### config.mk
export PLATFORM = sky130hd
export DESIGN_NAME = pidaf_ctrl
export DESIGN_NICKNAME = d
export VERILOG_FILES = /design/src/sv/protected_id_access_filter_core_defines.svh /design/src/sv/pidaf_pkg.sv /design/src/sv/pidaf_ctrl.sv
export SDC_FILE = /design/constraint.sdc
export NUM_CORES = 1
export LEC_CHECK = 0
export ABC_AREA = 1
export BUFFER_PORTS_ARGS = -buffer_cell sky130_fd_sc_hd__buf_4
export CAP_MARGIN = 30
export CORE_AREA = 2 2 39 41
export DETAILED_ROUTE_END_ITERATION = 8
export DIE_AREA = 0 0 41 43
export GPL_TIMING_DRIVEN = 0
export PLACE_DENSITY = 0.34
export SETUP_SLACK_MARGIN = 0.2
export SLEW_MARGIN = 20
export SYNTH_ARGS = -nofsm -noshare
export SYNTH_HDL_FRONTEND = slang
export SYNTH_SLANG_ARGS = --single-unit
### constraint.sdc
create_clock -name clk -period 1.2 [get_ports clk]
set_input_delay 0.06 -clock clk [delete_from_list [all_inputs] [get_ports clk]]
set_output_delay 0.06 -clock clk [all_outputs]
set_load 0.05 [all_outputs]
### src/sv/protected_id_access_filter_core_defines.svh
// Assertion macros for the protected ID access filter.
`ifndef PROTECTED_ID_ACCESS_FILTER_CORE_DEFINES_SVH
`define PROTECTED_ID_ACCESS_FILTER_CORE_DEFINES_SVH

`ifndef ASSERT_OFF
// Property checked under reset disable.
`define PIDAF_ASSERT(lbl, clk, rstn, prop, msg) \
  lbl: assert property (@(posedge clk) disable iff (!rstn) prop) else $error(msg);
// Property checked at every edge, reset included.
`define PIDAF_ASSERT_ALWAYS(lbl, clk, prop, msg) \
  lbl: assert property (@(posedge clk) prop) else $error(msg);
`else
`define PIDAF_ASSERT(lbl, clk, rstn, prop, msg)
`define PIDAF_ASSERT_ALWAYS(lbl, clk, prop, msg)
`endif

`endif

### src/sv/pidaf_pkg.sv
package pidaf_pkg;

  localparam int TABLE_ENTRIES = 256;
  localparam int IDX_W   = (TABLE_ENTRIES > 1) ? $clog2(TABLE_ENTRIES) : 1;
  localparam int CNT_W   = $clog2(TABLE_ENTRIES + 1);
  localparam int ID_W    = 32;
  localparam int ACC_W   = 32;
  localparam int FUNC_W  = 2;
  localparam int STAT_W  = 3;
  localparam int REQ_W   = 2;
  localparam int CHG_W   = 9;
  localparam int ENTRY_W = 9;

  typedef enum logic [FUNC_W-1:0] {
    FN_ADD    = 2'd0,
    FN_REMOVE = 2'd1,
    FN_CLEAR  = 2'd2,
    FN_CHECK  = 2'd3
  } func_t;

  typedef enum logic [STAT_W-1:0] {
    IS_OK       = 3'd0,
    IS_ZERO_ID  = 3'd1,
    IS_FULL     = 3'd2,
    IS_ADD_FAIL = 3'd3,
    IS_SKIPPED  = 3'd4
  } item_stat_t;

  typedef enum logic [1:0] {
    S_IDLE,
    S_SCAN,
    S_TAIL,
    S_DONE
  } state_t;

  typedef struct packed {
    logic load;
    logic scan_step;
    logic commit;
  } cmd_t;

  typedef struct packed {
    logic need_scan;
    logic scan_last;
    logic out_free;
  } sts_t;

  typedef struct packed {
    logic [STAT_W-1:0]  item_status;
    logic [REQ_W-1:0]   request_status;
    logic [CHG_W-1:0]   changed_total;
    logic [ACC_W-1:0]   access_out;
    logic [ENTRY_W-1:0] entry_count;
    logic               was_listed;
  } result_t;

endpackage

### src/sv/pidaf_ctrl.sv
module pidaf_ctrl (
  input  logic              clk,
  input  logic              rst_n,
  input  logic              in_valid,
  output logic              in_ready,
  input  pidaf_pkg::sts_t   sts,
  output pidaf_pkg::cmd_t   cmd
);

  pidaf_pkg::state_t state_r, state_nxt;

  always_ff @(posedge clk) begin
    if (!rst_n) begin
      state_r <= pidaf_pkg::S_IDLE;
    end else begin
      state_r <= state_nxt;
    end
  end

  always_comb begin
    state_nxt = state_r;
    cmd       = '0;
    in_ready  = 1'b0;
    unique case (state_r)
      pidaf_pkg::S_IDLE: begin
        in_ready = 1'b1;
        if (in_valid) begin
          cmd.load  = 1'b1;
          state_nxt = sts.need_scan ? pidaf_pkg::S_SCAN : pidaf_pkg::S_DONE;
        end
      end
      pidaf_pkg::S_SCAN: begin
        cmd.scan_step = 1'b1;
        if (sts.scan_last) begin
          state_nxt = pidaf_pkg::S_TAIL;
        end
      end
      pidaf_pkg::S_TAIL: begin
        // last read data lands in the compare stage
        state_nxt = pidaf_pkg::S_DONE;
      end
      pidaf_pkg::S_DONE: begin
        if (sts.out_free) begin
          cmd.commit = 1'b1;
          state_nxt  = pidaf_pkg::S_IDLE;
        end
      end
      default: begin
        state_nxt = pidaf_pkg::S_IDLE;
      end
    endcase
  end

endmodule

Yosys cells after proc, flatten, opt, wreduce, memory -nomap -nowiden
Cells that the tools add are included.
Storage, ports and cells
  flip-flop bits (word level): 2
  latch bits: 0
  RAM bits: 0
  ROM bits: 0
  word-level logic and storage cells: 20
  memories: 0
Operators by class
  $add $sub $neg: 0
  multiply operators: 0
  div/mod/pow operators: 0
  order comparisons: 0
  equality and inequality tests: 6
  shift-type cells: 0
  muxes and demuxes: 11
  bitwise operators: 0
  reductions and logical operators: 2
Operator list (number)
  $mux 2: 4
  $pmux 2 s4: 1
  $mux 1: 6
  $ne 2x2->1 const B: 3
  $eq 2x2->1 const B: 2
  $reduce_and 3->1: 1
  $eq 2x1->1 const B: 1
  $logic_not 2->1: 1

Depth between registers and ports, before layout
Gate-level depths: netlist of run 1.
  word-level depth: 3
  depth in mapped cells: 7

Least setup slack after synthesis of run 1
No wires, ideal clock.
  kind: register -> output
  from: reg state_r[0]
  to: out cmd[2] (netlist bit)
  arrival time: 1333 ps
  slack: -193 ps
  cell stages (with the launch flop): 5
  buffers on the path: 0
  cell sequence: dfxtp_1 -> inv_1 -> ha_1 -> nand2_1 -> inv_1
RTL lines
  start, declared: line pidaf_ctrl.sv:10  | pidaf_pkg::state_t state_r, state_nxt;
  start signal, assigned: line pidaf_ctrl.sv:14  | state_r <= pidaf_pkg::S_IDLE;
  start signal, assigned: line pidaf_ctrl.sv:16  | state_r <= state_nxt;
  end, declared: line pidaf_ctrl.sv:7  | output pidaf_pkg::cmd_t cmd

==> results.json, run 1 <==
{
  "numPortBuffers": 9,
  "setup_viol": 0,
  "leakage_nw": 0.204,
  "vias_per_cell": 3.52,
  "worst_pin_slew_ns": 0.146,
  "dr.pass1.iters": 1,
  "syn_avg_cell_area_um2": 6.42,
  "die_h_um": 43,
  "end_kind": "primary output",
  "overflow": 0,
  "ctsRootBufferMaster": "clkbuf_4",
  "start_kind": "flip-flop",
  "vdd_ir_drop_max_uv": 660,
  "wl_per_cell_um": 7.30,
  "postCtsHoldBufs": 0,
  "grt_pass1_wl_um": 752,
  "maxCapViolCount": 0,
  "clock_latency_ns": 0.22,
  "maxSlewViolCount": 0,
  "final_cell_mix": "buf_4, nand2_1, inv_1, nand2_2, nor2_1",
  "synth_area_um2": 199,
  "synth_top_family_by_area": "simple AND/OR/NAND/NOR gates",
  "yosys_warnings": 0,
  "regMostFlops": "state_r",
  "post-place-ws_ns": 0.132,
  "area_delta_synth_final_pct": 99.4,
  "arrival_ns": 1.09,
  "synthXorXnorAreaFrac_pct": 0,
  "layout_setup_ws_ns": 0.0544,
  "setup_tns_ns": 0,
  "fmax_ghz": 0.873,
  "synth_compound_area_share_pct": 2.52,
  "dp_hpwl_um": 338,
  "cts_tree": "yes",
  "timing_hold_violations_final": 0,
  "core_area_um2": 1380,
  "reg.largest.list": "state_r (2)",
  "cts_sinks": 2,
  "layout.nets": 56,
  "crit_fanout": 5,
  "clk_pin_slew_worst_paths_ns": 0.03,
  "power_density_nw_per_um2": 3010,
  "io_pins": 10,
  "gp_congestion": 0.724,
  "n_antenna_cell": 0,
  "slowest_stage": "dfxtp_4",
  "p_total_mw": 1.19,
  "dieArea_um2": 1760,
  "yosysSeqAreaShare_pct": 20.1,
  "maxSlewHeadroom_pct": 90.4,
  "totalWireLength_um": 438,
  "finalCriticalPeriod_ns": 1.15,
  "synth.area.mux_share_pct": 0,
  "clock_skew_ns": 0.000451,
  "synth_fa_ha_area_share_pct": 25.2,
  "grt_pass1_vias": 206,
  "cts_max_path_buffers": 2,
  "largest_reg_flops": 2,
  "drtIter0Drc": 0,
  "crit_type": "reg -> out",
  "vias": 211,
  "final_common_cell": "buf_4",
  "synth_seq_cells": 2,
  "fill_cells": 151,
  "grt_max_degree": 6,
  "synthCells": 31,
  "start_util_pct": 14.4,
  "grt_usage_pct": 6.80,
  "route.detailed.drc": 0,
  "grt_setup_unrepaired": "yes",
  "crit_path_max_incr_delay_ns": 0.36,
  "status": "completed",
  "antenna_found_initial": 0,
  "htreeDepth": 1,
  "hp-class": "in -> reg",
  "ant_nets": 0,
  "critPathRequiredTime_ns": 1.14,
  "synth_nets": 41,
  "path_cells": "inv_4 > ha_4 > nand2_4 > clkinvlp_4 > buf_8",
  "numCtsBuffers": 3,
  "drive_gt1_share_pct": 59.1,
  "synth.distinct_cells": 9,
  "die_w_um": 41,
  "rows": 14,
  "synthSimpleGateAreaFrac_pct": 37.1,
  "post-route-period-util_pct": 95.5
}
critical path: cells and delay by family, from the launching register on:
family                     cells  cell delay (ns)
and+or+nand+nor                1             0.06
buffers and inverters          3             0.28
adders and majority gates      1             0.17
DFF                            1             0.36
final timing paths:
kind | from | end | slack, ns | cells past startpoint
setup / recovery | state_r[0]$_SDFFE_PN0P_ | cmd[2] | 0.05 | 5
hold / removal | rst_n | state_r[1]$_SDFFE_PN0P_ | 0.07 | 3
setup reg to reg | state_r[0]$_SDFFE_PN0P_ | state_r[0]$_SDFFE_PN0P_ | 0.15 | 5
hold reg to reg | state_r[0]$_SDFFE_PN0P_ | state_r[0]$_SDFFE_PN0P_ | 0.59 | 4
synth_stat cells:
cell type / count / area share [%]
nand3_2: 1 / 5.0
o21ai_1: 1 / 2.5
inv_1: 8 / 15
ha_1: 4 / 25
nand2_1: 8 / 15
nand2_2: 2 / 6.3
nor2_1: 4 / 7.5
dfxtp_1: 2 / 20
or2_0: 1 / 3.1
timing repair:
action | CTS | global route
resized for setup | 10 | 2
pin swaps | 5 | 1
gates cloned | 0 | 0
hold endpoints to repair | 0 | 0
endpoints found under the setup margin | 6 | 6
setup buffers | 1 | 0
cells by family (layout without fill, tap and decap cells):
logic type / count (synthesis) / count (layout)
AOI/OAI and AO/OA: 1 / 1
adders and majority gates: 4 / 4
buffers and inverters: 8 / 21
DFF: 2 / 2
and+or+nand+nor: 16 / 16
where the power goes:
group,switching (mW),internal [mW],total [mW]
sequential,0.0465,0.124,0.170
combinational,0.515,0.361,0.877
clock,0.0368,0.110,0.147
total,0.599,0.595,1.19
layer usage:
| metal | global-route usage, % | part of all wire [%] | up-vias |
|---|---|---|---|
| li1 | - | - | 118 |
| met1 | 7.30 | 43 | 86 |
| met2 | 8.44 | 50 | 7 |
| met3 | 3.14 | 7.1 | 0 |
| met4 | 8.00 | 0 | 0 |
| met5 | 0 | 0 | - |
area by class of cell:
cell class	count	area, µm²	area share, %
multi-input combinational	21	174	43.8
timing repair buffer	10	93.8	23.7
sequential	2	47.5	12.0
inverter	8	38.8	9.78
clock buffer	3	22.5	5.68
tap	16	20.0	5.05
stage by stage:
stage | util, % | hold slack, ns | area, µm² | instances
floorplan | - | 0.173 | 235 | 31
global placement | 23.3 | 0.304 | 323 | 56
detailed placement | 23.3 | 0.306 | 323 | 56
CTS | 27.9 | 0.0646 | 387 | 60
global route | 28.7 | 0.0679 | 397 | 60
finish | 28.7 | 0.0713 | 397 | 60
Power figures use the tool's default switching activity.
==> inputs of run 2 (changes only) <==
--- a/config.mk
+++ b/config.mk
@@ -12,7 +12,6 @@
 export DETAILED_ROUTE_END_ITERATION = 8
 export DIE_AREA = 0 0 41 43
 export GPL_TIMING_DRIVEN = 0
-export PLACE_DENSITY = 0.34
 export SETUP_SLACK_MARGIN = 0.2
 export SLEW_MARGIN = 20
 export SYNTH_ARGS = -nofsm -noshare
==> results.json, run 2 (synthesized netlist as in run 1, its figures left out) <==
{
  "final_util_pct": 30.3,
  "final_cells": 61,
  "vias_per_cell": 3.69,
  "antenna_found_initial": 0,
  "layout.nets": 57,
  "start_kind": "flip-flop",
  "grt_pass1_vias": 212,
  "place_area_um2": 323,
  "dr.pass1.iters": 4,
  "cts_max_path_buffers": 2,
  "status": "completed",
  "power_frac_comb_pct": 75.6,
  "leakage_nw": 0.218,
  "clock_skew_ns": 0.00157,
  "final_area_um2": 419,
  "cts_sinks": 2,
  "fmax_ghz": 0.871,
  "crit_path_max_incr_delay_ns": 0.36,
  "wl_per_cell_um": 8.03,
  "postCtsHoldBufs": 0,
  "start_util_pct": 14.4,
  "maxSlewViolCount": 0,
  "cts_tree": "yes",
  "clock_latency_ns": 0.22,
  "core_area_um2": 1380,
  "pwr-share-seq_pct": 13.1,
  "hp-class": "in -> reg",
  "dp_hpwl_um": 324,
  "finalCriticalPeriod_ns": 1.15,
  "power_switching_mw": 0.637,
  "post-route-period-util_pct": 95.7,
  "worst_pin_slew_ns": 0.145,
  "vias": 225,
  "arrival_ns": 1.09,
  "htreeDepth": 1,
  "intPower_mw": 0.672,
  "final_common_cell": "buf_4",
  "final_cell_mix": "buf_4, nand2_1, inv_1",
  "numPortBuffers": 9,
  "fill_cells": 159,
  "die_w_um": 41,
  "setup_viol": 0,
  "io_pins": 10,
  "grt_max_degree": 6,
  "p_clk_share_pct": 11.3,
  "numCtsBuffers": 3,
  "dp_cells": 56,
  "gp_congestion": 0.677,
  "reg.largest.list": "state_r (2)",
  "route.detailed.drc": 0,
  "ant_nets": 0,
  "die_h_um": 43,
  "totalWireLength_um": 490,
  "regMostFlops": "state_r",
  "vdd_ir_drop_max_uv": 790,
  "grt_usage_pct": 6.61,
  "drive_gt1_share_pct": 62.2,
  "rows": 14,
  "area_delta_synth_final_pct": 111,
  "power_density_nw_per_um2": 3120,
  "dieArea_um2": 1760,
  "crit_type": "reg -> out",
  "n_antenna_cell": 0,
  "maxCapViolCount": 0,
  "critPathRequiredTime_ns": 1.14,
  "maxSlewHeadroom_pct": 90.3,
  "crit_fanout": 5,
  "largest_reg_flops": 2,
  "clk_pin_slew_worst_paths_ns": 0.03,
  "swShare_pct": 48.7,
  "overflow": 0,
  "slowest_stage": "dfxtp_4",
  "drtIter0Drc": 4,
  "timing_hold_violations_final": 0,
  "path_cells": "inv_4 > ha_4 > nand2_4 > clkinvlp_4 > buf_8",
  "end_kind": "primary output",
  "grt_pass1_wl_um": 731,
  "grt_setup_unrepaired": "yes",
  "ctsRootBufferMaster": "clkbuf_4"
}
## run 2: cell count changes in the layout (fill, tap and decap cells not counted)
cell | previous run | this run
nor2_1 | 4 | 3
nand2_2 | 4 | 3
nand2_4 | 1 | 2
buf_8 | 1 | 2
nor2_2 | 0 | 1
## run 2: worst paths after layout
check / from / end / slack [ns] / cells past startpoint
setup / recovery: state_r[1]$_SDFFE_PN0P_ / cmd[2] / 0.05 / 5
hold reg to reg: state_r[0]$_SDFFE_PN0P_ / state_r[0]$_SDFFE_PN0P_ / 0.60 / 4
hold / removal: rst_n / state_r[0]$_SDFFE_PN0P_ / 0.07 / 3
setup reg to reg: state_r[1]$_SDFFE_PN0P_ / state_r[0]$_SDFFE_PN0P_ / 0.13 / 5
## run 2: final cells by class
type	instances	area [µm²]	share of cell area, %
multi-input combinational	21	181	43.3
timing repair buffer	11	109	26.0
sequential	2	47.5	11.3
inverter	8	38.8	9.25
clock buffer	3	22.5	5.37
tap	16	20.0	4.78
## run 2: metal layers
layer  wire [µm]  vias to the layer above  global-route usage [%]  share of wire (%)
met2         278                        9                    8.44                 57
met1         172                       99                    6.71                 35
met4           0                        0                    6.00                  0
li1            -                      117                       -                  -
met5           0                        -                       0                  0
met3          39                        0                    4.71                8.0
## run 2: metrics by stage
step	power, mW	setup TNS [ns]	setup slack [ns]	hold WS, ns
after CTS	1.22	0	0.0313	0.0734
after global routing	1.43	-0.00367	-0.00367	0.0939
after global placement	0.886	0	0.123	0.303
after floorplan	0.782	0	0.134	0.173
after detailed placement	0.898	0	0.126	0.311
final	1.31	0	0.0513	0.0680
## run 2: power groups by stage
| stage | clock network [mW] | logic [mW] | registers [mW] |
|---|---|---|---|
| after global routing | 0.170 | 1.08 | 0.178 |
| final | 0.147 | 0.990 | 0.171 |
| after CTS | 0.158 | 0.901 | 0.158 |
| after floorplan | 0 | 0.630 | 0.153 |
| after detailed placement | 0 | 0.739 | 0.159 |
| after global placement | 0 | 0.729 | 0.157 |
## run 2: critical path, delay by kind of cell (launching register included)
| family | cells | cell delay [ns] |
|---|---|---|
| and+or+nand+nor | 1 | 0.06 |
| DFF | 1 | 0.36 |
| buffers and inverters | 3 | 0.27 |
| adders and majority gates | 1 | 0.18 |
## run 2: timing repair
action | in CTS | in global routing
setup buffers | 2 | 0
resized for setup | 8 | 8
setup endpoints to repair | 6 | 6
gates cloned | 0 | 0
endpoints found under the hold margin | 0 | 0
pin swaps | 5 | 5
==> inputs of run 3 (changes only) <==
--- a/config.mk
+++ b/config.mk
@@ -17,3 +17,4 @@
 export SYNTH_ARGS = -nofsm -noshare
 export SYNTH_HDL_FRONTEND = slang
 export SYNTH_SLANG_ARGS = --single-unit
+export TNS_END_PERCENT = 30
==> constraint.sdc (replaced) <==
create_clock -name clk -period 0.95 [get_ports clk]
set_input_delay 0.0475 -clock clk [delete_from_list [all_inputs] [get_ports clk]]
set_output_delay 0.0475 -clock clk [all_outputs]
set_load 0.05 [all_outputs]
==> results.json, run 3 (synthesized netlist as in run 1, its figures left out) <==
{
  "finalCriticalPeriod_ns": 1.13,
  "setup_tns_ns": -0.788,
  "grt_setup_unrepaired": "yes",
  "hp-class": "in -> reg",
  "overflow": 0,
  "leakage_nw": 0.209,
  "dieArea_um2": 1760,
  "start_kind": "flip-flop",
  "path_buf_inv": 3,
  "numPortBuffers": 9,
  "dr.pass1.iters": 4,
  "postCtsHoldBufs": 0,
  "final_cells": 60,
  "core_area_um2": 1380,
  "crit_path_max_incr_delay_ns": 0.36,
  "end_kind": "primary output",
  "cts_sinks": 2,
  "r2r_slack_ns": -0.12,
  "rr_worst_depth": 6,
  "ctsRootBufferMaster": "clkbuf_4",
  "clock_latency_ns": 0.22,
  "hold-path-endpoint": "state_r[0]$_SDFFE_PN0P_",
  "final_cell_mix": "buf_4, nand2_1, inv_1, nor2_1, clkbuf_4",
  "final_common_cell": "buf_4",
  "maxSlewViolCount": 0,
  "arrival_ns": 1.09,
  "totalWireLength_um": 474,
  "crit_type": "reg -> out",
  "r2r_start": "state_r[0]$_SDFFE_PN0P_",
  "violations": "setup timing",
  "dp_hpwl_um": 324,
  "drive_gt1_share_pct": 56.8,
  "antenna_found_initial": 0,
  "cts_max_path_buffers": 2,
  "critPathRequiredTime_ns": 0.90,
  "n_antenna_cell": 0,
  "crit_family": "flip-flops",
  "vias": 217,
  "gp_congestion": 0.677,
  "route.detailed.drc": 0,
  "drtIter0Drc": 3,
  "rows": 14,
  "io_pins": 10,
  "layout_setup_ws_ns": -0.183,
  "vias_per_cell": 3.62,
  "grt_pass1_wl_um": 759,
  "grt_usage_pct": 6.81,
  "ant_nets": 0,
  "largest_reg_flops": 2,
  "min-delay-start": "rst_n",
  "fmax_ghz": 0.883,
  "crit_fanout": 5,
  "timing_hold_violations_final": 0,
  "regMostFlops": "state_r",
  "worst_pin_slew_ns": 0.147,
  "r2r-end": "state_r[1]$_SDFFE_PN0P_",
  "maxSlewHeadroom_pct": 90.3,
  "start_util_pct": 14.4,
  "power_density_nw_per_um2": 3820,
  "min_delay_path_depth": 3,
  "status": "finished, violations left",
  "die_w_um": 41,
  "clk_pin_slew_worst_paths_ns": 0.03,
  "grt_pass1_vias": 198,
  "setup_viol": 6,
  "layout.nets": 56,
  "cts_tree": "yes",
  "path_cells": "inv_4 > ha_4 > nand2_4 > clkinvlp_4 > buf_8",
  "numCtsBuffers": 3,
  "clock_skew_ns": 0.00128,
  "dp_cells": 56,
  "slowest_stage": "dfxtp_4",
  "grt_max_degree": 6,
  "area_delta_synth_final_pct": 98.7,
  "die_h_um": 43,
  "post-route-period-util_pct": 119,
  "reg.largest.list": "state_r (2)",
  "maxCapViolCount": 0,
  "vdd_ir_drop_max_uv": 976,
  "wl_per_cell_um": 7.90,
  "htreeDepth": 1
}
==> run 3: how the worst max path moves through the flow <==
stage,start,to,slack (ns),cells past startpoint
finish,state_r[0]$_SDFFE_PN0P_,cmd[2],-0.18,5
global route,state_r[0]$_SDFFE_PN0P_,cmd[2],-0.23,5
CTS,state_r[0]$_SDFFE_PN0P_,cmd[2],-0.21,5
detailed placement,state_r[0]$_SDFFE_PN0P_,state_r[0]$_SDFFE_PN0P_,-0.12,5
global placement,state_r[0]$_SDFFE_PN0P_,state_r[0]$_SDFFE_PN0P_,-0.13,5
floorplan,state_r[0]$_SDFFE_PN0P_,state_r[1]$_SDFFE_PN0P_,-0.12,7
==> run 3: tightest hold or removal path: stages <==
cell and delay (ns):
buf_4 0.08, nand2_1 0.04, nor2_1 0.07
==> run 3: final cells by class <==
class / instances / area, µm²
inverters: 8 / 38.8
flip-flops and latches: 2 / 47.5
multi-input cells: 21 / 176
fillers: 157 / 988
well taps: 16 / 20.0
repair buffers: 10 / 90.1
clock buffers: 3 / 22.5
==> run 3: per-stage QoR <==
| stage | setup slack (ns) | instance area, µm² | util, % | total power [mW] | hold WS (ns) |
|---|---|---|---|---|---|
| 6_report | -0.183 | 395 | 28.6 | 1.51 | 0.0550 |
| 5_1_grt | -0.235 | 395 | 28.6 | 1.65 | 0.0814 |
| 4_1_cts | -0.212 | 362 | 26.1 | 1.39 | 0.0600 |
| 3_5_place_dp | -0.124 | 323 | 23.3 | 1.13 | 0.299 |
| 3_3_place_gp | -0.127 | 323 | 23.3 | 1.12 | 0.290 |
| 2_1_floorplan | -0.116 | 235 | - | 0.988 | 0.161 |
==> run 3: power by group <==
group	total [mW]	switching [mW]	internal, mW
clock	0.187	0.0476	0.139
sequential	0.214	0.0583	0.156
combinational	1.11	0.661	0.449
total	1.51	0.767	0.745
==> run 3: what timing repair did <==
item / in CTS / in global routing
buffers inserted: 0 / 1
gates resized for setup: 5 / 6
pin swaps: 1 / 2
hold endpoints to repair: 0 / 0
endpoints found under the setup margin: 6 / 6
==> run 3: layer usage <==
metal	track usage [%]	routed length [µm]	vias up	part of all wire [%]
met5	0	0	-	0
met4	6.00	0	0	0
met3	4.71	41	0	8.6
met2	7.50	247	9	52
met1	8.31	184	93	39
li1	-	-	115	-
